==> config.mk <==
export PLATFORM = sky130hd
export DESIGN_NAME = electrode_pair_rotator
export DESIGN_NICKNAME = d
export VERILOG_FILES = /design/src/epr_pkg.sv /design/src/epr_core.sv /design/src/electrode_pair_rotator.sv
export SDC_FILE = /design/constraint.sdc
export NUM_CORES = 1
export LEC_CHECK = 0
export BUFFER_PORTS_ARGS = -buffer_cell sky130_fd_sc_hd__buf_2
export CORE_MARGIN = 8
export CORE_UTILIZATION = 45
export CTS_BUF_LIST = sky130_fd_sc_hd__clkbuf_8
export DETAILED_ROUTE_END_ITERATION = 10
export GPL_TIMING_DRIVEN = 0
export PLACE_DENSITY = 0.81
export SETUP_SLACK_MARGIN = 0.15
export SLEW_MARGIN = 40
export SYNTH_ARGS = -nofsm -noshare
export SYNTH_HDL_FRONTEND = slang
export SYNTH_SLANG_ARGS = --single-unit
==> constraint.sdc <==
create_clock -name clk -period 3.5 [get_ports clk]
set_clock_uncertainty 0.1 [all_clocks]
set_input_delay 0.35 -clock clk [delete_from_list [all_inputs] [get_ports clk]]
set_output_delay 0.35 -clock clk [all_outputs]
set_load 0.005 [all_outputs]
==> src/epr_pkg.sv <==
package epr_pkg;

    // Channel enables in the electrode mask
    localparam logic [5:0] CH_RF1  = 6'h01;
    localparam logic [5:0] CH_RF2  = 6'h02;
    localparam logic [5:0] CH_RF3  = 6'h04;
    localparam logic [5:0] CH_EMS1 = 6'h08;
    localparam logic [5:0] CH_EMS2 = 6'h10;
    localparam logic [5:0] CH_EMS3 = 6'h20;

    // Pole indexes
    localparam logic [1:0] POLE_FIRST   = 2'd0;
    localparam logic [1:0] POLE_SECOND  = 2'd1;
    localparam logic [1:0] POLE_LAST    = 2'd2;
    localparam logic [1:0] POLE_HEATING = 2'd3;

    // Configuration register map
    localparam int          ADDR_W            = 3;
    localparam logic        REG_SWITCH_TIME   = 1'b0;
    localparam logic [7:0]  SWITCH_TIME_RESET = 8'd170;
    // Ticks between blanking and the advance of the pair
    localparam logic [8:0]  ADVANCE_GAP       = 9'd2;

    typedef struct packed {
        logic power_on;
        logic ageing_test;
        logic rf_running;
        logic ems_running;
        logic heating;
        logic repair_work;
    } tick_t;

    typedef struct packed {
        logic [5:0] electrode_mask;
        logic [1:0] pole_index;
    } result_t;

    function automatic logic [5:0] pair_pattern(input logic [1:0] idx, input logic repair);
        logic [5:0] pat;
        unique case (idx)
            POLE_FIRST:  pat = repair ? (CH_RF1 | CH_RF2) : (CH_RF1 | CH_RF2 | CH_EMS2);
            POLE_SECOND: pat = repair ? (CH_RF2 | CH_RF3) : (CH_RF2 | CH_RF3 | CH_EMS3);
            POLE_LAST:   pat = repair ? (CH_RF1 | CH_RF3) : (CH_RF1 | CH_RF3 | CH_EMS1);
            default:     pat = CH_RF1 | CH_RF2 | CH_RF3;
        endcase
        return pat;
    endfunction

endpackage

==> src/epr_core.sv <==
module epr_core
    import epr_pkg::*;
(
    input  logic       clk,
    input  logic       rst_n,
    input  logic       step,
    input  tick_t      tick,
    input  logic [7:0] switch_time,
    output result_t    next_result
);

    logic [7:0] tick_counter_reg, tick_counter_next;
    logic [1:0] pair_index_reg, pair_index_next;
    logic [1:0] expected_index_reg, expected_index_next;
    logic [5:0] mask_latch_reg, mask_latch_next;
    logic [7:0] count_inc;

    always_comb
    begin
        tick_counter_next   = tick_counter_reg;
        pair_index_next     = pair_index_reg;
        expected_index_next = expected_index_reg;
        mask_latch_next     = mask_latch_reg;
        count_inc           = tick_counter_reg + 8'd1;

        if (tick.power_on || tick.ageing_test)
        begin
            if (tick.rf_running || tick.ems_running)
            begin
                tick_counter_next = count_inc;
                if (count_inc == switch_time)
                begin
                    mask_latch_next = '0;
                end
                else if ({1'b0, count_inc} > ({1'b0, switch_time} + ADVANCE_GAP))
                begin
                    tick_counter_next = '0;
                    pair_index_next   = (pair_index_reg >= POLE_LAST) ? POLE_FIRST
                                                                      : pair_index_reg + 2'd1;
                end
            end
            else
            begin
                tick_counter_next = '0;
                pair_index_next   = POLE_FIRST;
                mask_latch_next   = '0;
            end

            // Latch a new pair once the index reaches the expected value
            if (pair_index_next == expected_index_reg)
            begin
                expected_index_next = (pair_index_next == POLE_LAST) ? POLE_FIRST
                                                                     : pair_index_next + 2'd1;
                if (tick.heating && tick.repair_work)
                begin
                    pair_index_next     = POLE_HEATING;
                    expected_index_next = POLE_FIRST;
                end
                mask_latch_next = pair_pattern(pair_index_next, tick.repair_work);
            end
        end
        else
        begin
            tick_counter_next   = '0;
            pair_index_next     = POLE_FIRST;
            expected_index_next = POLE_FIRST;
        end
    end

    always_ff @(posedge clk or negedge rst_n)
    begin
        if (!rst_n)
        begin
            tick_counter_reg   <= '0;
            pair_index_reg     <= POLE_FIRST;
            expected_index_reg <= POLE_FIRST;
            mask_latch_reg     <= '0;
        end
        else if (step)
        begin
            tick_counter_reg   <= tick_counter_next;
            pair_index_reg     <= pair_index_next;
            expected_index_reg <= expected_index_next;
            mask_latch_reg     <= mask_latch_next;
        end
    end

    assign next_result.electrode_mask = mask_latch_next;
    assign next_result.pole_index     = pair_index_next;

endmodule

==> src/electrode_pair_rotator.sv <==
// Electrode pair rotator.
// Input channel tick_valid/tick_ready/tick: one item per timer tick with the
// power, ageing, RF and EMS run, heating and repair-mode flags.
// Output channel result_valid/result_ready/result: one item per tick item,
// holding the latched electrode mask and the current pole index.
// Configuration: APB-style port, register 0 (byte address 0) is switch_time,
// the tick count at which the mask is blanked before the pair advances.
// Latency: the result of a tick is valid in the cycle after it is accepted.
// Throughput: one tick per cycle unless stalled; the state update is one pass
// of short logic from the rotator state registers into the result register.
// Stall: tick_ready stays high while the result register is empty or is being
// taken, so a stalled receiver holds back at most one tick.
// Reset: counters, pole index and mask clear to zero, switch_time returns to
// 170, and no result is pending.
module electrode_pair_rotator
    import epr_pkg::*;
(
    input  logic              clk,
    input  logic              rst_n,
    // Tick items
    input  logic              tick_valid,
    output logic              tick_ready,
    input  tick_t             tick,
    // Result items
    output logic              result_valid,
    input  logic              result_ready,
    output result_t           result,
    // Configuration
    input  logic              psel,
    input  logic              penable,
    input  logic              pwrite,
    input  logic [ADDR_W-1:0] paddr,
    input  logic [31:0]       pwdata,
    output logic [31:0]       prdata,
    output logic              pready
);

    logic [7:0] switch_time_val_reg;
    logic       result_valid_reg;
    result_t    result_reg;
    result_t    next_result;
    logic       accept;
    logic       cfg_write;

    assign pready    = 1'b1;
    assign cfg_write = psel && penable && pwrite && (paddr[2] == REG_SWITCH_TIME);

    // Register index sits at paddr[2]; only index 0 exists
    always_comb
    begin
        prdata = '0;
        if (paddr[2] == REG_SWITCH_TIME)
        begin
            prdata = {24'd0, switch_time_val_reg};
        end
    end

    always_ff @(posedge clk or negedge rst_n)
    begin
        if (!rst_n)
        begin
            switch_time_val_reg <= SWITCH_TIME_RESET;
        end
        else if (cfg_write)
        begin
            switch_time_val_reg <= pwdata[7:0];
        end
    end

    // Accept a new tick whenever the result register is free or draining
    assign tick_ready = !result_valid_reg || result_ready;
    assign accept     = tick_valid && tick_ready;

    epr_core u_core (
        .clk         (clk),
        .rst_n       (rst_n),
        .step        (accept),
        .tick        (tick),
        .switch_time (switch_time_val_reg),
        .next_result (next_result)
    );

    // Hold the result until taken; load the next one on every accepted tick
    always_ff @(posedge clk or negedge rst_n)
    begin
        if (!rst_n)
        begin
            result_valid_reg <= 1'b0;
        end
        else if (accept)
        begin
            result_valid_reg <= 1'b1;
        end
        else if (result_ready)
        begin
            result_valid_reg <= 1'b0;
        end
    end

    always_ff @(posedge clk)
    begin
        if (accept)
        begin
            result_reg <= next_result;
        end
    end

    assign result_valid = result_valid_reg;
    assign result       = result_reg;

    // An accepted tick always leaves a result pending
    assert property (@(posedge clk) disable iff (!rst_n)
        accept |=> result_valid_reg)
        else $error("accepted tick produced no result");

    // A tick with power and ageing both off resets the pole index
    assert property (@(posedge clk) disable iff (!rst_n)
        (accept && !tick.power_on && !tick.ageing_test) |=> (result_reg.pole_index == POLE_FIRST))
        else $error("pole index not cleared while off");

    // The heating pole shows all RF channels, or a blanked mask
    assert property (@(posedge clk) disable iff (!rst_n)
        (result_valid_reg && result_reg.pole_index == POLE_HEATING) |->
        (result_reg.electrode_mask == (CH_RF1 | CH_RF2 | CH_RF3) ||
         result_reg.electrode_mask == 6'd0))
        else $error("heating pole with wrong mask");

    // An empty result register never blocks the input
    assert property (@(posedge clk) disable iff (!rst_n)
        !result_valid_reg |-> tick_ready)
        else $error("input stalled with empty result register");

endmodule

# Yosys cells after proc, flatten, opt, wreduce, memory -nomap -nowiden
# Cells that the tools add are included.
[totals] output_inout_bits=43 reg_bits=35
[op_classes] n_lt_le_gt_ge=2 n_eq_ne=6 mux=29 bitwise=1 n_reduce_logical=12 add_sub_neg=4
[ops] cell="two-way mux 8 bit" n=5
[ops] cell="two-way mux 6 bit" n=5
[ops] cell="two-way mux 2 bit" n=14
[ops] cell="case mux 6 bit (3 select lines)" n=1
[ops] cell="adder 8 x 2 -> 9 bit (second input constant)" n=1
[ops] cell="greater-than comparator 8 x 9 -> 1 bit" n=1
[ops] cell="adder 8 x 1 -> 8 bit (second input constant)" n=1
[ops] cell="equality test 8 bit" n=1
[ops] cell="logical AND 1 bit" n=5
[ops] cell="two-way mux 5 bit" n=1
[ops] cell="adder 2 x 1 -> 2 bit (second input constant)" n=2
[ops] cell="equality test 2 bit (second input constant)" n=2
[ops] cell="two-way mux 4 bit" n=1
[ops] cell="logical OR 1 bit" n=3
[ops] cell="equality test 2 x 1 -> 1 bit (second input constant)" n=1
[ops] cell="equality test 2 bit" n=1
[ops] cell="greater-or-equal comparator 2 bit (second input constant)" n=1
[ops] cell="zero test 2 bit" n=1
[ops] cell="two-way mux 1 bit" n=2
[ops] cell="!= test 2 bit (second input constant)" n=1
[ops] cell="AND reduction 2 bit" n=1
[ops] cell="nonzero test 2 bit" n=1
[ops] cell="zero test 1 bit" n=1
[ops] cell="inverter 1 bit" n=1

# Logic depth before layout (Yosys ltp)
# Gate-level depths: netlist of the first run.
[depth] ltp_word=13 mapped_depth=14 mapped_depth_nobuf=13

# Modules after synthesis
# A second synthesis of the first run with hierarchy kept.
[hier_totals] cells_unflattened=256 hier_area_um2=2492.4
[modules_own_cells] module="epr_core" area_per_inst_um2=1624.1 cells_per_inst=192 seq_area_each_um2=450.4 instances=1
[modules_own_cells] module="electrode_pair_rotator" area_per_inst_um2=868.3 cells_per_inst=64 seq_area_each_um2=470.5 instances=1

# Worst setup path after synthesis of the first run
# No wires, ideal clock.
[synth_path] path_kind="reg2reg" start="reg switch_time_val_reg[3]" end="reg result_reg, in the netlist result[2], data pin" t_arrival_ps=3289 setup_slack_ps=-149 stages_incl_launch_ff=15 t_required_ps=3139 path_buffers=2 setup_time_ps=261 period_less_slack_ps=3649 cell_sequence="dfstp_2 > clkbuf_1 > and3_1 > nand3_1 > xor2_1 > ha_1 > nand3_1 > nor3_1 > a31oi_1 > o21a_1 > clkbuf_1 > nand4_1 > a221oi_4 > a21oi_1 > a221o_1"
[synth_lines] element="start, declared" line_no="electrode_pair_rotator.sv:38" rtl="logic [7:0] switch_time_val_reg;"
[synth_lines] element="start signal, assigned" line_no="electrode_pair_rotator.sv:66" rtl="switch_time_val_reg <= pwdata[7:0];"
[synth_lines] element="end signal, assigned" line_no="electrode_pair_rotator.sv:104" rtl="result_reg <= next_result;"
[synth_lines] element="end, declared" line_no="electrode_pair_rotator.sv:40" rtl="result_t result_reg;"

==> results of run 1 <==
## layout by cell type, fill, tap and decap left out, types with 4 or more instances in the layout
| cell type | n |
|---|---|
| nor2_1 | 14 |
| o21ai_0 | 11 |
| edfxtp_1 | 8 |
| nand4_1 | 7 |
| clkbuf_1 | 8 |
| mux2_2 | 9 |
| nand2b_1 | 4 |
| xnor2_1 | 4 |
| a21oi_1 | 5 |
| nor3_1 | 5 |
| a22o_1 | 8 |
| dfrtp_1 | 21 |
| nand2_1 | 22 |
| clkbuf_8 | 6 |
| conb_1 | 25 |
| nor2b_1 | 10 |
| and4_1 | 4 |
| a31oi_1 | 4 |
| o21ai_1 | 5 |
| dfstp_2 | 4 |
| ha_1 | 7 |
| inv_1 | 5 |
| buf_4 | 56 |
| buf_2 | 42 |
| xor2_1 | 8 |
| nand3_1 | 7 |
## cell families after synthesis
group                    share of synthesized area [%]
AND/OR/NAND/NOR                                   19.0
AO/OA/AOI/OAI                                     23.0
buffers and inverters                             10.5
flip-flops                                        33.5
XOR/XNOR                                          4.78
multiplexers                                      4.42
adder cells (fa/ha/maj)                           4.56
other                                            0.273
## final timing paths
| kind | end | depth (start not counted) |
|---|---|---|
| setup / recovery | result[3] | 15 |
| hold / removal | result_valid | 2 |
| setup reg to reg | result[3] | 15 |
| hold reg to reg | u_core.mask_latch_reg[0] | 1 |
| max in group asynchronous | u_core.tick_counter_reg[0] | 2 |
| min in group asynchronous | switch_time_val_reg[6] | 2 |
## final cells by class
type / count / share of cell area (%)
tap: 75 / 2.53
sequential: 35 / 24.9
buffer: 42 / 7.68
inverter: 5 / 0.505
clock inverter: 3 / 1.18
multi-input combinational: 241 / 49.4
clock buffer: 5 / 1.85
timing repair buffer: 70 / 12.0
## power by group
part	switching, µW	internal (µW)	total, µW
registers	88.8	550	639
logic	610	558	1170
clock network	164	212	376
## worst reg2reg max path, stage by stage, from the launching register on
cell,delay (ns)
dfrtp_2,0.45
buf_4,0.17
and3_4,0.19
xnor2_2,0.16
inv_1,0.10
ha_4,0.28
nand3_2,0.09
o21bai_2,0.22
a21oi_4,0.19
o21a_1,0.19
clkbuf_8,0.15
nand4_1,0.13
a221oi_4,0.45
a21oi_2,0.13
buf_4,0.16
a22o_1,0.17
## metrics by stage
stage	hold WS, ns	area [µm²]	util [%]
after CTS	0.147	3550	59.9
after global placement	0.305	3140	53.0
after global routing	0.177	3710	62.7
after floorplan	-0.0456	2850	-
final	0.154	3710	62.7
after detailed placement	0.312	3140	53.0
## layer usage
layer  vias up  GRT usage, %  wire [µm]
met2       203          29.1       4030
met1      1288          23.1       3420
li1       1259             -          -
met3        33          2.56        677
met4         0          6.21        232
met5         -             0          0
## what timing repair did
action,4_1_cts,5_1_grt
endpoints found under the hold margin,15,0
setup endpoints to repair,25,26
buffers inserted,19,11
gates resized for setup,28,20
hold buffers,1,0
pin swaps,10,19
==> run summary, run 1 <==
Reg2Reg Launch Point = u_core.tick_counter_reg[0]
Layout area overhead = 35.3%
Ys flop type = dfrtp_1
Setup TNS = -0.187 ns
Slew HR = 44.6%
Placed Instances = 438
Top area cells in the synthesized netlist = dfrtp_1 (21%), edfxtp_1 (8.7%), buf_4 (7.7%)
Sequential Area = 923 µm²
Layout cells sized above 1 = 42.1%
Tcrit/Tclk final = 102%
Total number of yosys warnings = 0
Vias = 2783
Slowest cell on the critical path = dfrtp_2
PD cells = 588 mW/mm²
Min-delay src = tick_valid
Post-DP HPWL = 5220 µm
Final WL = 8360 µm
Die Span Y = 94.1 µm
Vias per inst = 5.85
DRT iter0 DRCs = 345
Max VDD drop = 0.000278 V
IO buf count = 39
Core region area = 0.00592 mm²
Grt ovf = 0
Final ANT Viol Nets = 0
Max-slew violations = 0
Synth Area per Inst = 9.12 µm²
Multi-input gate area = 0.00183 mm²
EDFF count, synth = 8
I/O pin total = 91
Synthesized area = 0.00275 mm²
Drc violations = 0
Largest delay share family, worst path = compound AO/OA/AOI/OAI gates
Minimum clock period = 3.57 ns
Vias in the first global route = 2562
Worst-path cell chain = buf_4, and3_4, xnor2_2, inv_1, ha_4, nand3_2, o21bai_2, a21oi_4, o21a_1, clkbuf_8, nand4_1, a221oi_4, a21oi_2, buf_4, a22o_1
Num CTS Buffers = 5
Total Routing Usage GR = 17.7%
Root Buffer Master = clkbuf_8
Setup slack after layout = -0.0725 ns
Worst slack, placed = -0.340 ns
Max-cap violations = 0
Max FO, Critical Path = 4
Total power = 2180 µW
Yosys cell types = 62
Seq/Total Area, Yosys = 33.5%
Failing checks = setup timing
Least-Margin Pin Slew = 0.828 ns
Largest net degree at the start of global routing = 28
CTS tree = yes
Clk sinks = 35
Top post-synthesis cells by count = buf_4 (28), dfrtp_1 (23), nand2_1 (23)
Asr flop ratio synth = 77.1%
CP startpoint kind = flop
Die area = 0.00886 mm²
Dominant cell type by area after synthesis = dfrtp_1
Final setup fails = 6
Critical path capture point type = flop
Reg2reg setup slack = -0.07 ns
Synthesized flop and latch total = 35
Setup Crit Path Kind = reg2reg
Post-Layout Cell Count = 476
Hold Crit Class = in2reg
Clock tree buffer depth = 2
Max Fclk = 280 MHz
Static leakage = 0.00169 µW
Count leader, synth = buf_4
Status = finished, violations left
Clk_lat worst skew = 0.30 ns
Global-route wire length before repair = 12800 µm
Die width = 94.1 µm
Gate count after technology mapping = 301
Inserted Diodes = 0
# fillers = 466
Initial antenna violation count = 0
First drt pass iteration count = 5
Crit path buf inv count = 4
Area fraction of the dominant cell type after synthesis = 21.0%
# rows = 28
Starting density of the core = 46.4%
Clock-pin slew on the worst setup and hold paths = 0.08 ns
Final nets = 458
Wire per inst = 17.6 µm
# H-tree levels = 2
Crit path top cell by count = buf_4
Critical Path Max Stage Delay = 0.45 ns
RSZ-0062 raised after global routing = true
Crit path from = u_core.tick_counter_reg[0]
Routability cong. = 0.949
Hold Violations, Final = 0
Critical Path AT = 3.52 ns
CP required = 3.45 ns
Note: power is estimated with default switching activity, not from simulation.
==> inputs of run 2 (changes only) <==
--- a/config.mk
+++ b/config.mk
@@ -6,12 +6,14 @@
 export NUM_CORES = 1
 export LEC_CHECK = 0
 export BUFFER_PORTS_ARGS = -buffer_cell sky130_fd_sc_hd__buf_2
+export CELL_PAD_IN_SITES_DETAIL_PLACEMENT = 1
+export CELL_PAD_IN_SITES_GLOBAL_PLACEMENT = 1
 export CORE_MARGIN = 8
-export CORE_UTILIZATION = 45
+export CORE_UTILIZATION = 35
 export CTS_BUF_LIST = sky130_fd_sc_hd__clkbuf_8
 export DETAILED_ROUTE_END_ITERATION = 10
 export GPL_TIMING_DRIVEN = 0
-export PLACE_DENSITY = 0.81
+export PLACE_DENSITY = 0.85
 export SETUP_SLACK_MARGIN = 0.15
 export SLEW_MARGIN = 40
 export SYNTH_ARGS = -nofsm -noshare
==> run summary, run 2 (same netlist as run 1, synthesis figures left out) <==
Status = finished, violations left
Failing checks = hold timing, setup timing
Grt ovf = 0
Layout cells sized above 1 = 43.3%
PD cells = 608 mW/mm²
Max VDD drop = 0.000197 V
Minimum clock period = 3.59 ns
Hold Violations, Final = 16
Final setup fails = 12
Most frequent cells in the layout = buf_4 (52), buf_2 (40), conb_1 (25)
Leading cell type in the layout, fill and taps excluded = buf_4
Clk sinks = 35
I/O pin total = 91
Total Routing Usage GR = 16.6%
Crit path from = u_core.tick_counter_reg[1]
Num CTS Buffers = 5
CTS Hold Bufs = 0
CP required = 3.62 ns
Max Fclk = 278 MHz
Initial antenna violation count = 1
Post-Layout Cell Count = 500
# rows = 32
First drt pass iteration count = 5
Vias per inst = 5.44
Clock tree buffer depth = 2
Hold Crit Class = in2async
Critical path capture point type = flop
Starting density of the core = 35.9%
Routability cong. = 0.896
Setup slack after layout = -0.0925 ns
CTS tree = yes
Post-DP HPWL = 6240 µm
Tcrit/Tclk final = 103%
Worst slack, placed = -0.480 ns
IO buf count = 39
Vias = 2720
Wire per inst = 19.4 µm
Total power = 2310 µW
Layout area overhead = 38.2%
Vias in the first global route = 2917
Die Span Y = 105 µm
Largest net degree at the start of global routing = 28
Critical Path AT = 3.71 ns
Drc violations = 0
Reg2Reg Launch Point = u_core.tick_counter_reg[1]
Global-route wire length before repair = 15100 µm
Max-slew violations = 0
RSZ-0062 raised after global routing = true
Final WL = 9720 µm
Final ANT Viol Nets = 0
Die width = 105 µm
Max FO, Critical Path = 10
Die area = 0.0109 mm²
Max-cap violations = 0
# H-tree levels = 2
DRT iter0 DRCs = 262
Slew HR = 46.6%
Setup Crit Path Kind = reg2reg
Static leakage = 0.00168 µW
Least-Margin Pin Slew = 0.798 ns
Clock-pin slew on the worst setup and hold paths = 0.08 ns
Final nets = 454
Clk_lat worst skew = 0.29 ns
Root Buffer Master = clkbuf_8
CP startpoint kind = flop
Post-layout util = 49.6%
Hold WS = -0.0147 ns
Core region area = 0.00765 mm²
Placed Instances = 465
run 2: metal layers:
metal | routed length, µm | share of wire (%) | GRT usage, %
met1 | 4100 | 42 | 20.1
met2 | 4750 | 49 | 27.5
met3 | 547 | 5.6 | 3.19
met4 | 320 | 3.3 | 8.56
met5 | 0 | 0 | 0
run 2: layout make-up:
| cell class | count | area (µm²) |
|---|---|---|
| plain buffers | 42 | 297 |
| fillers | 898 | 3850 |
| multi-input cells | 241 | 1880 |
| diodes | 1 | 2.50 |
| inverters | 5 | 18.8 |
| flip-flops and latches | 35 | 925 |
| repair buffers | 66 | 409 |
| clock inverters | 3 | 67.6 |
| well taps | 102 | 128 |
| clock buffers | 5 | 68.8 |
run 2: through the flow:
step	setup TNS [ns]	area, µm²
2_1_floorplan	0	2850
3_3_place_gp	-2.43	3170
3_5_place_dp	-4.61	3170
4_1_cts	0	3670
5_1_grt	-2.11	3800
6_report	-0.625	3800
run 2: where the power goes:
part	internal, µW	switching, µW	leakage (µW)
Clock	284	166	0.0000644
Sequential	550	89.3	0.000396
Combinational	568	649	0.00122
Total	1400	904	0.00168
run 2: timing repair:
action	in CTS	in global routing
hold endpoints to repair	0	0
resized for setup	42	16
pin swaps	22	12
setup endpoints to repair	26	25
buffers inserted	24	3
run 2: worst paths after layout:
| kind | end | slack, ns | cells after the start |
|---|---|---|---|
| setup reg to reg | u_core.tick_counter_reg[2] | -0.09 | 15 |
| min in group clk | result_valid | 0.16 | 2 |
| hold / removal | switch_time_val_reg[0] | -0.01 | 1 |
| setup / recovery | u_core.tick_counter_reg[2] | -0.09 | 15 |
| hold reg to reg | result_valid | 0.45 | 2 |
| max in group asynchronous | u_core.tick_counter_reg[0] | 2.83 | 1 |
run 2: critical path, stage by stage (launching register included):
cell and delay, ns:
dfrtp_2 0.45, buf_4 0.16, and3_4 0.19, xnor2_4 0.17
inv_2 0.07, ha_4 0.24, a21o_1 0.20, a21oi_2 0.22
a21oi_4 0.09, o21a_1 0.22, clkbuf_8 0.15, buf_4 0.16
a211oi_2 0.67, and2b_1 0.21, o21ai_0 0.08, o21ai_0 0.11
==> inputs of run 3 (changes only) <==
--- a/config.mk
+++ b/config.mk
@@ -6,15 +6,14 @@
 export NUM_CORES = 1
 export LEC_CHECK = 0
 export BUFFER_PORTS_ARGS = -buffer_cell sky130_fd_sc_hd__buf_2
-export CELL_PAD_IN_SITES_DETAIL_PLACEMENT = 1
-export CELL_PAD_IN_SITES_GLOBAL_PLACEMENT = 1
 export CORE_MARGIN = 8
-export CORE_UTILIZATION = 35
+export CORE_UTILIZATION = 45
 export CTS_BUF_LIST = sky130_fd_sc_hd__clkbuf_8
 export DETAILED_ROUTE_END_ITERATION = 10
 export GPL_TIMING_DRIVEN = 0
-export PLACE_DENSITY = 0.85
+export PLACE_DENSITY = 0.81
 export SETUP_SLACK_MARGIN = 0.15
+export SKIP_CTS_REPAIR_TIMING = 1
 export SLEW_MARGIN = 40
 export SYNTH_ARGS = -nofsm -noshare
 export SYNTH_HDL_FRONTEND = slang
==> run summary, run 3 (same netlist as run 1, synthesis figures left out) <==
WHS Endpoint = result_valid
Vias = 2719
DRT iter0 DRCs = 507
CP startpoint kind = flop
Reg2reg setup slack = -0.19 ns
Setup Crit Path Kind = reg2reg
Clock tree buffer depth = 2
Total Routing Usage GR = 16.0%
Hold Violations, Final = 0
# rows = 28
# H-tree levels = 2
Slew HR = 42.9%
Final WL = 8090 µm
Hold depth = 2
Num CTS Buffers = 5
Crit path top cell by count = buf_4
Critical path capture point type = flop
Cell Area, Placed = 0.00314 mm²
Post-Layout Cell Count = 468
Layout area overhead = 31.5%
Core region area = 0.00592 mm²
Clk_lat worst skew = 0.30 ns
R2r endpoint = result[1]
Hold Crit Class = in2reg
Worst path depth = 16
Minimum clock period = 3.69 ns
Setup TNS = -1.01 ns
I/O pin total = 91
Most frequent cells in the layout = buf_4 (49), buf_2 (42), conb_1 (25)
CTS tree = yes
Setup slack after layout = -0.193 ns
Critical Path Max Stage Delay = 0.42 ns
RSZ-0062 raised after global routing = true
Max-cap violations = 0
Starting density of the core = 46.4%
Max-slew violations = 0
Reg2Reg Launch Point = u_core.tick_counter_reg[2]
Min-delay src = tick_valid
Largest delay share family, worst path = compound AO/OA/AOI/OAI gates
Die width = 94.1 µm
Largest net degree at the start of global routing = 28
Status = finished, violations left
Die area = 0.00886 mm²
Root Buffer Master = clkbuf_8
Max FO, Critical Path = 10
Layout cells sized above 1 = 39.9%
Critical Path AT = 3.76 ns
Max Fclk = 271 MHz
CP required = 3.57 ns
Die Span Y = 94.1 µm
Slowest cell on the critical path = a2111oi_0
Post-layout util = 61.0%
Routability cong. = 0.949
Final nets = 450
Max VDD drop = 0.000266 V
Post-DP HPWL = 5220 µm
Design Area, Final = 0.00361 mm²
Final ANT Viol Nets = 0
Grt ovf = 0
Tcrit/Tclk final = 106%
Crit path buf inv count = 5
Wire per inst = 17.3 µm
Static leakage = 0.00164 µW
Vias in the first global route = 2390
Hold WS = 0.149 ns
Reg2Reg Depth = 16
IO buf count = 39
Least-Margin Pin Slew = 0.853 ns
Worst-path cell chain = buf_4, and3_1, xnor2_2, inv_1, ha_1, a21o_1, a21oi_1, a21oi_4, o21a_1, buf_8, buf_4, buf_4, a2111oi_0, o21ai_0, o2111ai_1, and2_1
Final setup fails = 10
Global-route wire length before repair = 11500 µm
Drc violations = 0
Initial antenna violation count = 0
PD cells = 601 mW/mm²
Inserted Diodes = 0
Placed Instances = 438
Clk sinks = 35
Leading cell type in the layout, fill and taps excluded = buf_4
Clock-pin slew on the worst setup and hold paths = 0.08 ns
Vias per inst = 5.81
First drt pass iteration count = 6
Failing checks = setup timing
run 3: how the worst max path moves through the flow:
| stage | startpoint | end | slack [ns] |
|---|---|---|---|
| after global placement | u_core.tick_counter_reg[0] | result[2] | -0.29 |
| after detailed placement | u_core.tick_counter_reg[0] | result[2] | -0.34 |
| after global routing | u_core.tick_counter_reg[2] | result[2] | -0.33 |
| after CTS | u_core.tick_counter_reg[0] | result[2] | -0.39 |
| final | u_core.tick_counter_reg[2] | result[1] | -0.19 |
| after floorplan | switch_time_val_reg[1] | result[2] | 0.16 |
run 3: per-stage QoR:
stage / setup slack, ns / total power, µW
2_1_floorplan: 0.156 / 1270
3_3_place_gp: -0.294 / 1470
3_5_place_dp: -0.340 / 1500
4_1_cts: -0.387 / 1870
5_1_grt: -0.332 / 2300
6_report: -0.193 / 2170
run 3: layout make-up:
| cell class | instances | area [µm²] |
|---|---|---|
| sequential | 35 | 923 |
| timing repair buffer | 62 | 374 |
| fill | 474 | 2310 |
| tap | 75 | 93.8 |
| inverter | 5 | 18.8 |
| clock buffer | 5 | 68.8 |
| multi-input combinational | 241 | 1810 |
| clock inverter | 3 | 43.8 |
| buffer | 42 | 283 |
run 3: report_power, final:
part	switching [µW]	internal [µW]	leakage, µW
clock network	162	212	0.0000581
registers	96.2	550	0.000397
logic	596	554	0.00119
total	854	1320	0.00164
run 3: per-layer routing:
layer / routed length [µm] / track usage (%) / up-vias
li1: - / - / 1243
met1: 3240 / 21.3 / 1246
met2: 3870 / 24.7 / 202
met3: 724 / 3.20 / 28
met4: 258 / 6.47 / 0
met5: 0 / 0 / -
